<file path="src/hdl/esrc_pkg.sv">
package esrc_pkg;

  localparam int GRID_WIDTH_DEF  = 128;
  localparam int GRID_HEIGHT_DEF = 256;
  localparam int LABEL_COUNT_DEF = 5;
  localparam int STACK_DEPTH_DEF = 32768;

  localparam int DATA_W   = 24;
  localparam int NLAB     = 8;
  localparam int CELL_OCC  = 0;
  localparam int CELL_MARK = 4;

  typedef enum logic [1:0] {
    F_WRITE  = 2'd0,
    F_READ   = 2'd1,
    F_SCAN   = 2'd2,
    F_REMOVE = 2'd3
  } func_t;

  typedef enum logic [4:0] {
    OP_NOP,
    OP_ACCEPT,
    OP_WRITE,
    OP_READ,
    OP_RES_RD,
    OP_CLR_CELL,
    OP_REM,
    OP_SCAN_INIT,
    OP_LEFT,
    OP_RIGHT,
    OP_LAB_NEXT,
    OP_CLR_VIS,
    OP_FILL_START,
    OP_POP,
    OP_NB_RD,
    OP_NB_CHK,
    OP_FILL_END,
    OP_MARK,
    OP_RES_SCAN,
    OP_EMIT
  } dp_op_t;

  typedef enum logic [4:0] {
    S_CLR,
    S_IDLE,
    S_DISP,
    S_RDRES,
    S_REM,
    S_REM_DRAIN,
    S_LEFT,
    S_RIGHT,
    S_COL_DRAIN,
    S_LAB,
    S_VCLR,
    S_START,
    S_NB_RD,
    S_NB_CHK,
    S_FTEST,
    S_MARK,
    S_LABN,
    S_OUT
  } state_t;

  typedef enum logic [2:0] {
    PK_NONE,
    PK_REM,
    PK_MARK,
    PK_LEFT,
    PK_RIGHT
  } pend_t;

  typedef struct packed {
    dp_op_t op;
  } dp_cmd_t;

  typedef struct packed {
    func_t func;
    logic  swp_last;
    logic  row_last;
    logic  lab_done;
    logic  lab_go;
    logic  sp_zero;
    logic  k_last;
    logic  reached;
    logic  out_free;
  } dp_stat_t;

endpackage

</file>
<file path="src/hdl/esrc_ctrl.sv">
module esrc_ctrl (
  input  logic               clk,
  input  logic               rst_n,
  input  logic               in_tvalid,
  output logic               in_tready,
  input  esrc_pkg::dp_stat_t st,
  output esrc_pkg::dp_cmd_t  cmd
);
  import esrc_pkg::*;

  state_t state_r, state_nxt;

  always_ff @(posedge clk) begin
    if (!rst_n) state_r <= S_CLR;
    else        state_r <= state_nxt;
  end

  always_comb begin
    state_nxt = state_r;
    cmd.op    = OP_NOP;
    in_tready = 1'b0;
    case (state_r)
      S_CLR: begin
        cmd.op = OP_CLR_CELL;
        if (st.swp_last) state_nxt = S_IDLE;
      end
      S_IDLE: begin
        in_tready = 1'b1;
        if (in_tvalid) begin
          cmd.op    = OP_ACCEPT;
          state_nxt = S_DISP;
        end
      end
      S_DISP: begin
        case (st.func)
          F_WRITE: begin
            cmd.op    = OP_WRITE;
            state_nxt = S_OUT;
          end
          F_READ: begin
            cmd.op    = OP_READ;
            state_nxt = S_RDRES;
          end
          F_SCAN: begin
            cmd.op    = OP_SCAN_INIT;
            state_nxt = S_LEFT;
          end
          F_REMOVE: state_nxt = S_REM;
          default:  state_nxt = S_OUT;
        endcase
      end
      S_RDRES: begin
        cmd.op    = OP_RES_RD;
        state_nxt = S_OUT;
      end
      S_REM: begin
        cmd.op = OP_REM;
        if (st.swp_last) state_nxt = S_REM_DRAIN;
      end
      S_REM_DRAIN: state_nxt = S_OUT;
      S_LEFT: begin
        cmd.op = OP_LEFT;
        if (st.row_last) state_nxt = S_RIGHT;
      end
      S_RIGHT: begin
        cmd.op = OP_RIGHT;
        if (st.row_last) state_nxt = S_COL_DRAIN;
      end
      S_COL_DRAIN: state_nxt = S_LAB;
      S_LAB: begin
        if (st.lab_done) begin
          cmd.op    = OP_RES_SCAN;
          state_nxt = S_OUT;
        end else if (st.lab_go) begin
          state_nxt = S_VCLR;
        end else begin
          cmd.op = OP_LAB_NEXT;
        end
      end
      S_VCLR: begin
        cmd.op = OP_CLR_VIS;
        if (st.swp_last) state_nxt = S_START;
      end
      S_START: begin
        cmd.op    = OP_FILL_START;
        state_nxt = S_FTEST;
      end
      S_NB_RD: begin
        cmd.op    = OP_NB_RD;
        state_nxt = S_NB_CHK;
      end
      S_NB_CHK: begin
        cmd.op    = OP_NB_CHK;
        state_nxt = st.k_last ? S_FTEST : S_NB_RD;
      end
      // pop the next cell or close the fill when the stack is empty
      S_FTEST: begin
        if (st.sp_zero) begin
          cmd.op    = OP_FILL_END;
          state_nxt = st.reached ? S_MARK : S_LABN;
        end else begin
          cmd.op    = OP_POP;
          state_nxt = S_NB_RD;
        end
      end
      S_MARK: begin
        cmd.op = OP_MARK;
        if (st.swp_last) state_nxt = S_LABN;
      end
      S_LABN: begin
        cmd.op    = OP_LAB_NEXT;
        state_nxt = S_LAB;
      end
      S_OUT: begin
        if (st.out_free) begin
          cmd.op    = OP_EMIT;
          state_nxt = S_IDLE;
        end
      end
      default: state_nxt = S_IDLE;
    endcase
  end

endmodule

</file>
<file path="config.mk">
export PLATFORM = sky130hd
export DESIGN_NAME = esrc_ctrl
export DESIGN_NICKNAME = d
export VERILOG_FILES = /design/src/hdl/esrc_pkg.sv /design/src/hdl/esrc_ctrl.sv
export SDC_FILE = /design/constraint.sdc
export NUM_CORES = 1
export LEC_CHECK = 0
export ABC_CLOCK_PERIOD_IN_PS = 1850
export BUFFER_PORTS_ARGS = -buffer_cell sky130_fd_sc_hd__buf_4
export CORE_UTILIZATION = 25
export DETAILED_ROUTE_END_ITERATION = 6
export HOLD_SLACK_MARGIN = 0.06
export SETUP_SLACK_MARGIN = 0.05
export SLEW_MARGIN = 10
export SYNTH_ARGS = -nofsm -noshare
export SYNTH_HDL_FRONTEND = slang
export SYNTH_SLANG_ARGS = --single-unit
</file>
<file path="constraint.sdc">
create_clock -name clk -period 1.85 [get_ports clk]
set_input_delay 0 -clock clk [delete_from_list [all_inputs] [get_ports clk]]
set_output_delay 0 -clock clk [all_outputs]
set_load 0.01 [all_outputs]
</file>
==> results.cfg <==
[status]
outcome = finished, final reports clean

[cts]
cts_inserted_buffers = 3
cts.htree.levels = 1
clock_sink_count = 5
clockBufferDepth = 2
post-cts-setup-buffers = 0
root_buffer = clkbuf_4
path_clk_slew_ps = 50
insertion_delay_ps = 240
cts_tree = done

[finish]
layout-drive-gt1-share = 0.269
regMostFlops = state_r
design_area_mm2 = 0.00116
nets = 176
largest_reg_flops = 5
area_growth_pct = 31.1
top_regs = state_r x5
multi_input_comb_area_um2 = 701
regArea_um2 = 104
n_fill_cell = 376
diodes = 0

[routing]
remaining_drc_errors = 0
wl_um = 2600
wl_per_cell_um = 12.9
viasPerCell = 5.03
ant_nets = 0
drtIter0Drc = 63
num_vias = 1017
firstDrtPassIters = 4

[placement]
dpl.hpwl_um = 2010
portBuffers = 18
dp_slack_ps = 154
placed_area_mm2 = 0.00112
routabilityCongestion = 0.928

[sta]
rsz0062_at_grt = false
setup_slack_ps = 141
slew_violations = 0
hold_viol_final = 0
skew_ps = 7.76
clock.fmax_mhz = 585
timing.setup.tns_ps = 0
setup_viol = 0
fin_crit_sh = 0.924
tightestPinTransition_ps = 333
period_minus_slack_ps = 1710
max-slew-margin-rel = 0.775

[worst_setup_path]
timing.rr.end = state_r[0]$_SDFFE_PN0P_
cp_cell_sequence = nor2_1 -> and3_1 -> a31oi_1 -> nor2_1 -> a211o_1 -> buf_4
cp-start-kind = flop
crit_slowest_cell = dfxtp_2
cpMostUsedCell = nor2_1
critPathCapture = cmd[3]
reg2reg_depth = 7
r2r_slack_ps = 200
crit_cells = 6
path_buf_inv = 1
crit_arrival_ps = 1710
cp_top_family = flip-flops
cp_max_fo = 15
startpoint = state_r[3]$_SDFFE_PN0P_
critPathMaxStageDelay_ps = 470
reg2reg_from = state_r[0]$_SDFFE_PN0P_
worstSetupPathType = flop to output pin
endpoint_kind = output pin
cp.required_ps = 1850

[global_routing]
antenna_found_initial = 0
grt_start_max_net_pins = 16
grt.total_usage = 0.147
grt_pass1_wl_um = 4200
grt_pass1_vias = 890
grt-ovfl-total = 0

[synth]
yosysTopAreaCellShare = 0.113
yosysTopAreaCell = dfxtp_1
ys_ff_latch = 5
synth.avg_cell_area_um2 = 6.83
ys_async_sr_fraction = 0
synth_edf_count = 0
yosysWarnings = 0
synth_area_leaders = dfxtp_1 (11%), ha_1 (8.5%), o21ai_0 (6.8%)
netlist_instances = 130
synthFlopType = dfxtp_1
ys_seq_area_frac = 0.113
mappedNetlistArea_um2 = 888
yosys.cell_types.count = 49
synth_fp_nets = 149

[floorplan]
die_area_mm2 = 0.00380
top_level_ports = 19
core-area_mm2 = 0.00336
initial_core_util = 0.264
rows = 21
dieWidth_um = 61.6
fp.dieH_um = 61.6

[flow_run]
cap_viol_max_count = 0

[pwr]
leakage_nw = 0.488
vdd_drop_max_v = 0.000323
powerDensity_mw_per_mm2 = 1400

[worst_hold_path]
hold_path_class = input port to flop
## final cells by class
cell class                 count  share of cell area
multi-input combinational    108               0.602
timing repair buffer          33               0.218
inverter                       6              0.0193
clock buffer                   4              0.0226
sequential                     5              0.0892
tap                           46              0.0494
## per-stage QoR
stage | power (mW) | hold WS, ps | utilization | instances
after global routing | 1.78 | 281 | 0.346 | 202
after detailed placement | 1.47 | 242 | 0.333 | 197
after CTS | 1.62 | 257 | 0.344 | 202
final | 1.63 | 268 | 0.346 | 202
after floorplan | 1.04 | 122 | - | 130
after global placement | 1.48 | 243 | 0.333 | 197
## power breakdown
group | switching (mW) | total, mW | internal [mW]
logic | 0.639 | 1.25 | 0.615
registers | 0.0936 | 0.247 | 0.153
clock network | 0.0464 | 0.128 | 0.0817
total | 0.779 | 1.63 | 0.850
## timing repair
| item | 4_1_cts | 5_1_grt |
|---|---|---|
| endpoints found under the setup margin | 1 | 2 |
| hold endpoints to repair | 5 | 0 |
| hold buffers | 1 | 0 |
| resized for setup | 1 | 4 |
## cells in the final DEF (no fill, tap or decap), types with 3 or more instances in the layout
| cell type | Yosys | routed |
|---|---|---|
| a21oi_1 | 7 | 7 |
| nor2b_1 | 8 | 7 |
| a31oi_1 | 4 | 4 |
| nand2_1 | 11 | 11 |
| nand3_1 | 5 | 5 |
| clkbuf_4 | 0 | 3 |
| inv_1 | 5 | 5 |
| a211o_1 | 3 | 3 |
| ha_1 | 6 | 6 |
| dfxtp_2 | 0 | 3 |
| nor2_1 | 14 | 14 |
| nand2b_1 | 3 | 3 |
| buf_4 | 1 | 31 |
| o21ai_0 | 12 | 12 |
## how the worst min path moves through the flow
stage / start / to / slack [ps] / depth (start not counted)
floorplan: rst_n / state_r[4]$_SDFFE_PN0P_ / 120 / 1
global placement: rst_n / state_r[4]$_SDFFE_PN0P_ / 240 / 2
detailed placement: rst_n / state_r[4]$_SDFFE_PN0P_ / 240 / 2
CTS: st[0] / state_r[4]$_SDFFE_PN0P_ / 260 / 4
global route: st[0] / state_r[4]$_SDFFE_PN0P_ / 280 / 4
finish: st[0] / state_r[4]$_SDFFE_PN0P_ / 270 / 4
## synth_stat cells, types with 2 or more instances
| cell type | n |
|---|---|
| nor2b_1 | 8 |
| inv_1 | 5 |
| nand2b_1 | 3 |
| a211o_1 | 3 |
| o21ai_0 | 12 |
| dfxtp_1 | 5 |
| nand3_1 | 5 |
| buf_2 | 6 |
| nand2_1 | 11 |
| a31oi_1 | 4 |
| ha_1 | 6 |
| and2_1 | 2 |
| buf_6 | 2 |
| a21boi_1 | 2 |
| nor2_1 | 14 |
| nor3b_1 | 2 |
| a21oi_1 | 7 |
| a21boi_0 | 2 |
## cell families after synthesis
logic type                 count (synthesis)  synth area share
adders and majority gates                  6            0.0845
buffers and inverters                     17             0.101
AOI/OAI and AO/OA                         46             0.354
xor gates and xnor gates                   1           0.00986
DFF                                        5             0.113
and+or+nand+nor                           54             0.327
muxes                                      1            0.0113
## per-layer routing
| metal | vias to the layer above | GRT usage | routed length, µm |
|---|---|---|---|
| met4 | 0 | 0.0381 | 18 |
| li1 | 528 | - | - |
| met1 | 462 | 0.219 | 1270 |
| met5 | - | 0 | 0 |
| met3 | 2 | 0.0168 | 106 |
| met2 | 25 | 0.221 | 1210 |
## worst reg2reg max path: cells and delay by family, from the launching register on
kind,cells,cell delay [ps]
AO/OA/AOI/OAI,3,620
buffers and inverters,2,350
flip-flops,1,350
AND/OR/NAND/NOR,2,270
Note: power is estimated with default switching activity, not from simulation.
